**config.mk**
```make
export PLATFORM = sky130hd
export DESIGN_NAME = range_reading_plausibility_check_flat
export DESIGN_NICKNAME = d
export VERILOG_FILES = /design/src/rtl/core/rrpc_pkg.sv /design/src/rtl/core/rrpc_if.sv /design/src/rtl/core/range_reading_plausibility_check.sv /design/src/flat_wrapper.sv
export SDC_FILE = /design/constraint.sdc
export NUM_CORES = 1
export LEC_CHECK = 0
export BUFFER_PORTS_ARGS = -buffer_cell sky130_fd_sc_hd__clkbuf_2
export CORE_MARGIN = 2
export CORE_UTILIZATION = 40
export DETAILED_ROUTE_END_ITERATION = 10
export PLACE_DENSITY = 0.61
export SYNTH_ARGS = -nofsm -noshare
export SYNTH_HDL_FRONTEND = slang
export SYNTH_SLANG_ARGS = --single-unit
```
**constraint.sdc**
```tcl
create_clock -name clock -period 13.15 [get_ports clock]
set_input_delay 2.63 -clock clock [delete_from_list [all_inputs] [get_ports clock]]
set_output_delay 2.63 -clock clock [all_outputs]
set_load 0.05 [all_outputs]
```
**src/rtl/core/rrpc_pkg.sv**
```systemverilog
// Shared constants, types and a helper function of the range reading plausibility check.
package rrpc_pkg;

   // Width of the sensor readings and registers.
   localparam int DATA_W = 16;

   // Number of history entries, the newest of which is the sample at hand.
   localparam int HIST_DEPTH = 6;
   // Stored entries: the earlier samples that a new one is checked against.
   localparam int OLD_N = HIST_DEPTH - 1;
   // Sample counter saturates at the history depth.
   localparam int CNT_W = $clog2(HIST_DEPTH + 1);
   // Close-entry counter holds up to OLD_N.
   localparam int CLOSE_W = $clog2(HIST_DEPTH);
   // Close entries needed for a checked accept.
   localparam int MIN_CLOSE = HIST_DEPTH / 2;

   // Configuration register indexes.
   localparam int CSR_IDX_W = 2;
   localparam logic [CSR_IDX_W-1:0] CSR_MATCH_WINDOW    = 2'd0;
   localparam logic [CSR_IDX_W-1:0] CSR_DISPARITY_LIMIT = 2'd1;

   // Register reset values.
   localparam logic [DATA_W-1:0] MATCH_WINDOW_RST    = 16'd10;
   localparam logic [DATA_W-1:0] DISPARITY_LIMIT_RST = 16'd10;

   // Item action codes.
   localparam logic ACTION_SAMPLE  = 1'b0;
   localparam logic ACTION_RESTART = 1'b1;

   // Verdict codes of a result item.
   typedef enum logic [1:0] {
      VERDICT_WARMUP    = 2'd0,
      VERDICT_CHECKED   = 2'd1,
      VERDICT_FEW_CLOSE = 2'd2,
      VERDICT_DISPARITY = 2'd3
   } verdict_type;

   // Absolute difference of two unsigned readings.
   function automatic logic [DATA_W-1:0] absdiff(input logic [DATA_W-1:0] a,
                                                 input logic [DATA_W-1:0] b);
      absdiff = (a >= b) ? (a - b) : (b - a);
   endfunction

endpackage

```
**src/rtl/core/rrpc_if.sv**
```systemverilog
// Channel interfaces of the range reading plausibility check: sample, result and register write.

// Sample channel: action, range reading and barometric depth.
interface rrpc_req_if;
   logic                          valid;
   logic                          ready;
   logic                          action;
   logic [rrpc_pkg::DATA_W-1:0]   range_cm;
   logic [rrpc_pkg::DATA_W-1:0]   baro_cm;

   modport source (output valid, output action, output range_cm, output baro_cm,
                   input ready);
   modport sink   (input valid, input action, input range_cm, input baro_cm,
                   output ready);
endinterface

// Result channel: accept flag, verdict and held altitude.
interface rrpc_rsp_if;
   logic                          valid;
   logic                          ready;
   logic                          reading_valid;
   logic [1:0]                    verdict;
   logic [rrpc_pkg::DATA_W-1:0]   held_alt_cm;

   modport source (output valid, output reading_valid, output verdict, output held_alt_cm,
                   input ready);
   modport sink   (input valid, input reading_valid, input verdict, input held_alt_cm,
                   output ready);
endinterface

// Register write channel: register index and write data.
interface rrpc_csr_if;
   logic                             valid;
   logic                             ready;
   logic [rrpc_pkg::CSR_IDX_W-1:0]   index;
   logic [rrpc_pkg::DATA_W-1:0]      data;

   modport source (output valid, output index, output data, input ready);
   modport sink   (input valid, input index, input data, output ready);
endinterface

```
**src/rtl/core/range_reading_plausibility_check.sv**
```systemverilog
// Top level of the range reading plausibility check.
//
// Each sample item carries a rangefinder altitude and a barometric depth in
// centimeters; the block checks the new range reading against the previous
// five samples and returns one result item per sample (none for a restart).
// The first five samples after reset or restart are accepted as warm-up.
// Later samples need at least three earlier readings strictly within
// match_window of the new one, and for the newest of those the range change
// and depth change must differ by at most disparity_limit. A rejected sample
// reports the truncated average of the new and previous reading as the held
// altitude. One item is accepted per cycle while the input side does not stall;
// each accepted item passes through the input register, and its result is then
// held in the result register until it is taken.
// The input side stalls only when the result register is full and not taken
// while the input register also holds an item.
// Register writes are taken at once and must be made while no item is in
// flight.
module range_reading_plausibility_check (
   input  logic             clock,
   input  logic             reset,
   rrpc_req_if.sink         req_chan,
   rrpc_rsp_if.source       rsp_chan,
   rrpc_csr_if.sink         csr_chan
);

   // Configuration registers.
   logic [rrpc_pkg::DATA_W-1:0]   match_window_ff;
   logic [rrpc_pkg::DATA_W-1:0]   disparity_limit_ff;

   // Input stage.
   logic                          s1_valid_ff, s1_valid_in;
   logic                          s1_action_ff;
   logic [rrpc_pkg::DATA_W-1:0]   s1_range_ff;
   logic [rrpc_pkg::DATA_W-1:0]   s1_baro_ff;

   // Earlier samples, entry 0 the previous one.
   logic [rrpc_pkg::DATA_W-1:0]   range_hist_ff [rrpc_pkg::OLD_N];
   logic [rrpc_pkg::DATA_W-1:0]   depth_hist_ff [rrpc_pkg::OLD_N];
   logic [rrpc_pkg::CNT_W-1:0]    cnt_ff, cnt_in;

   // Result register.
   logic                          rsp_valid_ff, rsp_valid_in;
   logic                          rsp_reading_valid_ff, rsp_reading_valid_in;
   rrpc_pkg::verdict_type         rsp_verdict_ff, rsp_verdict_in;
   logic [rrpc_pkg::DATA_W-1:0]   rsp_held_ff, rsp_held_in;

   // Handshake and step control.
   logic                          advance;
   logic                          accept;
   logic                          step;
   logic                          restart;

   // Check datapath.
   logic [rrpc_pkg::OLD_N-1:0]    close;
   logic [rrpc_pkg::DATA_W-1:0]   rdiff [rrpc_pkg::OLD_N];
   logic [rrpc_pkg::CLOSE_W-1:0]  close_cnt;
   logic [rrpc_pkg::DATA_W-1:0]   d_range;
   logic [rrpc_pkg::DATA_W-1:0]   first_depth;
   logic [rrpc_pkg::DATA_W-1:0]   d_depth;
   logic                          warmup;
   logic                          disparity;
   logic [rrpc_pkg::DATA_W:0]     avg_sum;

   // Register writes are always taken.
   assign csr_chan.ready = 1'b1;

   always_ff @(posedge clock) begin
      if (reset) begin
         match_window_ff    <= rrpc_pkg::MATCH_WINDOW_RST;
         disparity_limit_ff <= rrpc_pkg::DISPARITY_LIMIT_RST;
      end else if (csr_chan.valid) begin
         case (csr_chan.index)
            rrpc_pkg::CSR_MATCH_WINDOW:    match_window_ff    <= csr_chan.data;
            rrpc_pkg::CSR_DISPARITY_LIMIT: disparity_limit_ff <= csr_chan.data;
            default: ;
         endcase
      end
   end

   // The pipeline moves whenever the result register is free or being emptied.
   assign advance        = !rsp_valid_ff || rsp_chan.ready;
   assign req_chan.ready = !s1_valid_ff || advance;
   assign accept         = req_chan.valid && req_chan.ready;
   assign step           = s1_valid_ff && advance;
   assign restart        = (s1_action_ff == rrpc_pkg::ACTION_RESTART);

   always_comb begin
      if (accept) begin
         s1_valid_in = 1'b1;
      end else if (advance) begin
         s1_valid_in = 1'b0;
      end else begin
         s1_valid_in = s1_valid_ff;
      end
   end

   always_ff @(posedge clock) begin
      if (reset) begin
         s1_valid_ff <= 1'b0;
      end else begin
         s1_valid_ff <= s1_valid_in;
      end
   end

   always_ff @(posedge clock) begin
      if (accept) begin
         s1_action_ff <= req_chan.action;
         s1_range_ff  <= req_chan.range_cm;
         s1_baro_ff   <= req_chan.baro_cm;
      end
   end

   // Compare the new reading with every earlier one in parallel.
   always_comb begin
      close_cnt = '0;
      for (int i = 0; i < rrpc_pkg::OLD_N; i++) begin
         rdiff[i]  = rrpc_pkg::absdiff(s1_range_ff, range_hist_ff[i]);
         close[i]  = (rdiff[i] < match_window_ff);
         close_cnt = close_cnt + rrpc_pkg::CLOSE_W'(close[i]);
      end
   end

   // Pick the newest close entry; later iterations win, so run oldest first.
   always_comb begin
      d_range     = '0;
      first_depth = s1_baro_ff;
      for (int i = rrpc_pkg::OLD_N - 1; i >= 0; i--) begin
         if (close[i]) begin
            d_range     = rdiff[i];
            first_depth = depth_hist_ff[i];
         end
      end
   end

   // Sample count saturates at the history depth; warm-up lasts until then.
   always_comb begin
      if (cnt_ff < rrpc_pkg::CNT_W'(rrpc_pkg::HIST_DEPTH)) begin
         cnt_in = cnt_ff + rrpc_pkg::CNT_W'(1);
      end else begin
         cnt_in = cnt_ff;
      end
   end

   assign warmup    = (cnt_in < rrpc_pkg::CNT_W'(rrpc_pkg::HIST_DEPTH));
   assign d_depth   = rrpc_pkg::absdiff(s1_baro_ff, first_depth);
   assign disparity = (rrpc_pkg::absdiff(d_range, d_depth) > disparity_limit_ff);
   assign avg_sum   = {1'b0, s1_range_ff} + {1'b0, range_hist_ff[0]};

   // Verdict and held altitude of the sample in the input stage.
   always_comb begin
      if (warmup) begin
         rsp_verdict_in       = rrpc_pkg::VERDICT_WARMUP;
         rsp_reading_valid_in = 1'b1;
      end else if (close_cnt < rrpc_pkg::CLOSE_W'(rrpc_pkg::MIN_CLOSE)) begin
         rsp_verdict_in       = rrpc_pkg::VERDICT_FEW_CLOSE;
         rsp_reading_valid_in = 1'b0;
      end else if (disparity) begin
         rsp_verdict_in       = rrpc_pkg::VERDICT_DISPARITY;
         rsp_reading_valid_in = 1'b0;
      end else begin
         rsp_verdict_in       = rrpc_pkg::VERDICT_CHECKED;
         rsp_reading_valid_in = 1'b1;
      end
      rsp_held_in = rsp_reading_valid_in ? s1_range_ff : avg_sum[rrpc_pkg::DATA_W:1];
   end

   // History and count: restart clears, a sample shifts in.
   always_ff @(posedge clock) begin
      if (reset) begin
         cnt_ff <= '0;
         for (int i = 0; i < rrpc_pkg::OLD_N; i++) begin
            range_hist_ff[i] <= '0;
            depth_hist_ff[i] <= '0;
         end
      end else if (step) begin
         if (restart) begin
            cnt_ff <= '0;
            for (int i = 0; i < rrpc_pkg::OLD_N; i++) begin
               range_hist_ff[i] <= '0;
               depth_hist_ff[i] <= '0;
            end
         end else begin
            cnt_ff           <= cnt_in;
            range_hist_ff[0] <= s1_range_ff;
            depth_hist_ff[0] <= s1_baro_ff;
            for (int i = 1; i < rrpc_pkg::OLD_N; i++) begin
               range_hist_ff[i] <= range_hist_ff[i-1];
               depth_hist_ff[i] <= depth_hist_ff[i-1];
            end
         end
      end
   end

   // Result register: a sample loads it, a restart leaves it empty.
   always_comb begin
      if (step) begin
         rsp_valid_in = !restart;
      end else if (rsp_chan.ready) begin
         rsp_valid_in = 1'b0;
      end else begin
         rsp_valid_in = rsp_valid_ff;
      end
   end

   always_ff @(posedge clock) begin
      if (reset) begin
         rsp_valid_ff <= 1'b0;
      end else begin
         rsp_valid_ff <= rsp_valid_in;
      end
   end

   always_ff @(posedge clock) begin
      if (step && !restart) begin
         rsp_reading_valid_ff <= rsp_reading_valid_in;
         rsp_verdict_ff       <= rsp_verdict_in;
         rsp_held_ff          <= rsp_held_in;
      end
   end

   assign rsp_chan.valid         = rsp_valid_ff;
   assign rsp_chan.reading_valid = rsp_reading_valid_ff;
   assign rsp_chan.verdict       = rsp_verdict_ff;
   assign rsp_chan.held_alt_cm   = rsp_held_ff;

`ifndef SYNTH
   // A restart item never produces a result.
   a_restart_silent: assert property (@(posedge clock) disable iff (reset)
      (step && restart) |=> !rsp_valid_ff)
      else $error("restart item produced a result");

   // The accept flag agrees with the verdict.
   a_flag_matches_verdict: assert property (@(posedge clock) disable iff (reset)
      rsp_valid_ff |-> (rsp_reading_valid_ff ==
         (rsp_verdict_ff == rrpc_pkg::VERDICT_WARMUP ||
          rsp_verdict_ff == rrpc_pkg::VERDICT_CHECKED)))
      else $error("accept flag disagrees with verdict");

   // A warm-up verdict is only given before the count saturates.
   a_warmup_count: assert property (@(posedge clock) disable iff (reset)
      (rsp_valid_ff && rsp_verdict_ff == rrpc_pkg::VERDICT_WARMUP) |->
         (cnt_ff < rrpc_pkg::CNT_W'(rrpc_pkg::HIST_DEPTH)))
      else $error("warm-up verdict after count saturated");

   // A result that is held back keeps the pipeline still.
   a_stall_freezes_input: assert property (@(posedge clock) disable iff (reset)
      (rsp_valid_ff && !rsp_chan.ready) |-> !step)
      else $error("sample stepped while result stalled");

   // Reset empties both stages and the count.
   a_reset_clears: assert property (@(posedge clock)
      $past(reset) |-> (!rsp_valid_ff && !s1_valid_ff && cnt_ff == '0))
      else $error("state not cleared by reset");
`endif

endmodule
```
**src/flat_wrapper.sv**
```systemverilog
// flat-port wrapper written by rule: the top's interface ports become plain ports
module range_reading_plausibility_check_flat 
  (clock, reset, req_chan_valid, req_chan_action, req_chan_range_cm, req_chan_baro_cm, req_chan_ready, rsp_chan_valid, rsp_chan_reading_valid, rsp_chan_verdict, rsp_chan_held_alt_cm, rsp_chan_ready, csr_chan_valid, csr_chan_index, csr_chan_data, csr_chan_ready);
  rrpc_req_if req_chan_i ();
  rrpc_rsp_if rsp_chan_i ();
  rrpc_csr_if csr_chan_i ();
  input  logic clock;
  input  logic reset;
  input wire logic [$bits(req_chan_i.valid)-1:0] req_chan_valid;
  input wire logic [$bits(req_chan_i.action)-1:0] req_chan_action;
  input wire logic [$bits(req_chan_i.range_cm)-1:0] req_chan_range_cm;
  input wire logic [$bits(req_chan_i.baro_cm)-1:0] req_chan_baro_cm;
  output wire logic [$bits(req_chan_i.ready)-1:0] req_chan_ready;
  output wire logic [$bits(rsp_chan_i.valid)-1:0] rsp_chan_valid;
  output wire logic [$bits(rsp_chan_i.reading_valid)-1:0] rsp_chan_reading_valid;
  output wire logic [$bits(rsp_chan_i.verdict)-1:0] rsp_chan_verdict;
  output wire logic [$bits(rsp_chan_i.held_alt_cm)-1:0] rsp_chan_held_alt_cm;
  input wire logic [$bits(rsp_chan_i.ready)-1:0] rsp_chan_ready;
  input wire logic [$bits(csr_chan_i.valid)-1:0] csr_chan_valid;
  input wire logic [$bits(csr_chan_i.index)-1:0] csr_chan_index;
  input wire logic [$bits(csr_chan_i.data)-1:0] csr_chan_data;
  output wire logic [$bits(csr_chan_i.ready)-1:0] csr_chan_ready;
  assign req_chan_i.valid = req_chan_valid;
  assign req_chan_i.action = req_chan_action;
  assign req_chan_i.range_cm = req_chan_range_cm;
  assign req_chan_i.baro_cm = req_chan_baro_cm;
  assign req_chan_ready = req_chan_i.ready;
  assign rsp_chan_valid = rsp_chan_i.valid;
  assign rsp_chan_reading_valid = rsp_chan_i.reading_valid;
  assign rsp_chan_verdict = rsp_chan_i.verdict;
  assign rsp_chan_held_alt_cm = rsp_chan_i.held_alt_cm;
  assign rsp_chan_i.ready = rsp_chan_ready;
  assign csr_chan_i.valid = csr_chan_valid;
  assign csr_chan_i.index = csr_chan_index;
  assign csr_chan_i.data = csr_chan_data;
  assign csr_chan_ready = csr_chan_i.ready;
  range_reading_plausibility_check u_core (.clock(clock), .reset(reset), .req_chan(req_chan_i), .rsp_chan(rsp_chan_i), .csr_chan(csr_chan_i));
endmodule
```
==> impl_metrics.tcl <==
set metrics [dict create \
    wl_per_cell_um 23.30 \
    synth_cells 2708 \
    start_util_pct 40.54 \
    p_total_mw 7.282 \
    intPower_mw 3.717 \
    p_per_area_nw_per_um2 273.7 \
    clockBufferDepth 3 \
    irDropWorstVdd_uv 324.7 \
    post_drt_via_cell_ratio 5.948 \
    async_flop_share_pct 0 \
    power_switching_mw 3.566 \
    final_cells 3541 \
    finClkSkew_ps 10.18 \
    power_frac_clock_pct 13.2 \
    synth_area_sq_um 24010 \
    die-height_um 249.0 \
    pre_cts_ws_ps 58.06 \
    die_w_um 249.0 \
    fin_crit_sh_pct 95.79 \
    final_cell_mix "325 x ha_1, 228 x inv_1, 227 x a21oi_1" \
    portBuffers 76 \
    drt-initial-drc-count 1956 \
    antenna_found_initial 2 \
    htree_levels 1 \
    grt_pass1_vias 20140 \
    fillers 5828 \
    cts-root-buf "clkbuf_16" \
    cp.required_ps 13480 \
    design_area_sq_um 26610 \
    cts_num_sinks 249 \
    synth.distinct_cells 94 \
    slew_viol_final 0 \
    max_cap_violations 0 \
    hold_class "reg2reg" \
    end_kind "flop" \
    numCtsBuffers 31 \
    final_common_cell "ha_1" \
    ys.flop_type "edfxtp_1" \
    ys_ff_latch 249 \
    leakage_nw 11.37 \
    setup_ws_ps 553.8 \
    setup_viol 0 \
    grt_max_degree 95 \
    vias 21063 \
    io_pins 78 \
    ys_seq_area_share_pct 29.59 \
    cts_tree "done" \
    clk_latency_ps 590 \
    grt_use_total_pct 25.56 \
    crit_type "reg2reg" \
    detailedPlacementHpwl_mm 64.98 \
    coreArea_sq_um 59240 \
    dr.pass1.iters 6 \
    setup.worst_path.start_class "flop" \
    cpPeakStageDelay_ps 600 \
    dp_cells 3475 \
    crit_top_cell "ha_1" \
    max_freq_mhz 79.39 \
    synth_edf_count 212 \
    yosysWarnings 0 \
    fp-row-count 89 \
    combPwrFrac_pct 74.0 \
    post_dp_cell_area_sq_um 25280 \
    drive_gt1_share_pct 9.722 \
    status "finished clean" \
    rsz0062_at_grt "no" \
    antenna_left 0 \
    fin_tns_setup_ps 0 \
    period_needed_ps 12600 \
    grt.overflow.total 0 \
    cts_hold_buffers 0 \
    grt_pass1_wl_mm 123.5 \
    cp.arrival_ps 12930 \
    totalWireLength_mm 82.52 \
    dieArea_sq_um 62010 \
    nNetsFinal 3144 \
    cp_slowest_cell "edfxtp_1" \
    seqPwrFrac_pct 12.8 \
    hold_violations 0 \
    avgSynthCellArea_sq_um 8.868 \
    switching_share_pct 48.96 \
    syn_to_final_growth_pct 10.81 \
    clk_pin_slew_worst_paths_ps 60 \
    synth.net_count 3109 \
    crit_path_max_fanout 23 \
    post-route-drc-count 0 \
    tightest_slew_ps 1194 \
    relSlewSlack_pct 19.69 \
    place_congestion 0.9501 \
]
## cells by family (layout without fill, tap and decap cells)
kind of cell             count (synthesis)  after routing  share of synthesized area, %
AO/OA/AOI/OAI                          795            795                         22.42
XOR/XNOR                               108            108                         3.939
adder cells (fa/ha/maj)                345            345                         18.51
buffers and inverters                  373            432                         6.200
flip-flops                             249            249                         29.59
multiplexers                           100            100                         4.252
other                                    1              2                       0.01562
AND/OR/NAND/NOR                        737            737                         15.07
## flip-flops by register name, indices dropped and copies added, names as in the netlist, 2 cells and up
| name | count |
|---|---|
| u_core.s1_range_ff | 16 |
| u_core.cnt_ff | 3 |
| u_core.range_hist_ff | 80 |
| u_core.disparity_limit_ff | 16 |
| u_core.match_window_ff | 16 |
| u_core.depth_hist_ff | 80 |
| u_core.s1_baro_ff | 16 |
| u_core.rsp_chan.verdict | 2 |
| u_core.rsp_chan.held_alt_cm | 16 |
## routing by layer
| metal | wire length, um | track usage (%) | share of wire (%) | up-vias |
|---|---|---|---|---|
| met5 | 0 | 0 | 0 | - |
| met1 | 39630 | 37.57 | 48 | 10184 |
| met2 | 35630 | 39.49 | 43 | 796 |
| li1 | - | - | - | 9956 |
| met4 | 2549 | 7.780 | 3.1 | 0 |
| met3 | 4707 | 2.508 | 5.7 | 127 |
## critical path, delay by kind of cell (launching register included)
| kind | cells | cell delay [ps] |
|---|---|---|
| AOI/OAI and AO/OA | 18 | 4370 |
| xor gates and xnor gates | 3 | 830 |
| adders and majority gates | 5 | 1760 |
| buffers and inverters | 5 | 1140 |
| DFF | 1 | 600 |
| muxes | 2 | 790 |
| and+or+nand+nor | 17 | 2790 |
## cell usage after synthesis, types with 18 or more instances
cell type,count,area (sq um)
ha_1,328,4104
inv_1,229,859.6
a21oi_1,228,1141
edfxtp_1,212,6366
nand2_1,173,649.4
nor2_1,165,619.3
nor3_1,129,645.6
o21ai_0,101,505.5
clkbuf_1,86,322.8
mux2i_1,84,840.8
a21o_1,81,608.1
and2_1,80,500.5
xnor2_1,58,508.0
xor2_1,50,437.9
o21a_1,44,330.3
dfxtp_1,37,740.7
buf_2,36,180.2
o211ai_1,36,270.3
nor2b_1,33,206.5
a211oi_1,32,240.2
nand3_1,32,160.2
nand4_1,28,175.2
nand2b_1,23,143.9
a22oi_1,21,157.7
o21ai_1,19,95.09
a22o_1,18,157.7
or3_1,18,112.6
## stage by stage
stage	util, %	hold WS, ps
after floorplan	-	436.3
after global placement	42.67	442.7
after detailed placement	42.67	447.2
after CTS	44.58	460.2
after global routing	44.92	473.5
final	44.92	459.8
## final timing paths
check	start	end	slack [ps]	cells after the start
min reg2reg	u_core.match_window_ff[8]	u_core.match_window_ff[8]	460	2
max reg2reg	u_core.s1_range_ff[13]	u_core.rsp_chan.held_alt_cm[11]	550	50
max	u_core.s1_range_ff[13]	u_core.rsp_chan.held_alt_cm[11]	550	50
min	u_core.match_window_ff[8]	u_core.match_window_ff[8]	460	2
## what timing repair did
item	in CTS	in global routing
buffers inserted	0	7
gates cloned	0	0
pin swaps	0	1
gates resized for setup	1	26
endpoints found under the setup margin	9	18
## cell type report
cell class	instances	area (sq um)	area share, %
Clock buffer	32	789.5	2.967
Timing Repair Buffer	141	962.2	3.616
Antenna cell	1	2.502	0.009404
Tap cell	773	967.2	3.635
Multi-Input combinational cell	2086	15560	58.46
Clock inverter	25	341.6	1.284
Inverter	234	883.3	3.320
Sequential cell	249	7107	26.71
## power groups by stage
| stage | registers [mW] | logic, mW | clock network [mW] |
|---|---|---|---|
| 2_1_floorplan | 0.945 | 3.85 | 0 |
| 3_3_place_gp | 0.947 | 5.22 | 0 |
| 3_5_place_dp | 0.948 | 5.26 | 0 |
| 4_1_cts | 0.932 | 5.29 | 0.977 |
| 5_1_grt | 0.937 | 6.01 | 1.01 |
| 6_report | 0.932 | 5.39 | 0.962 |
Note: power is estimated with default switching activity, not from simulation.
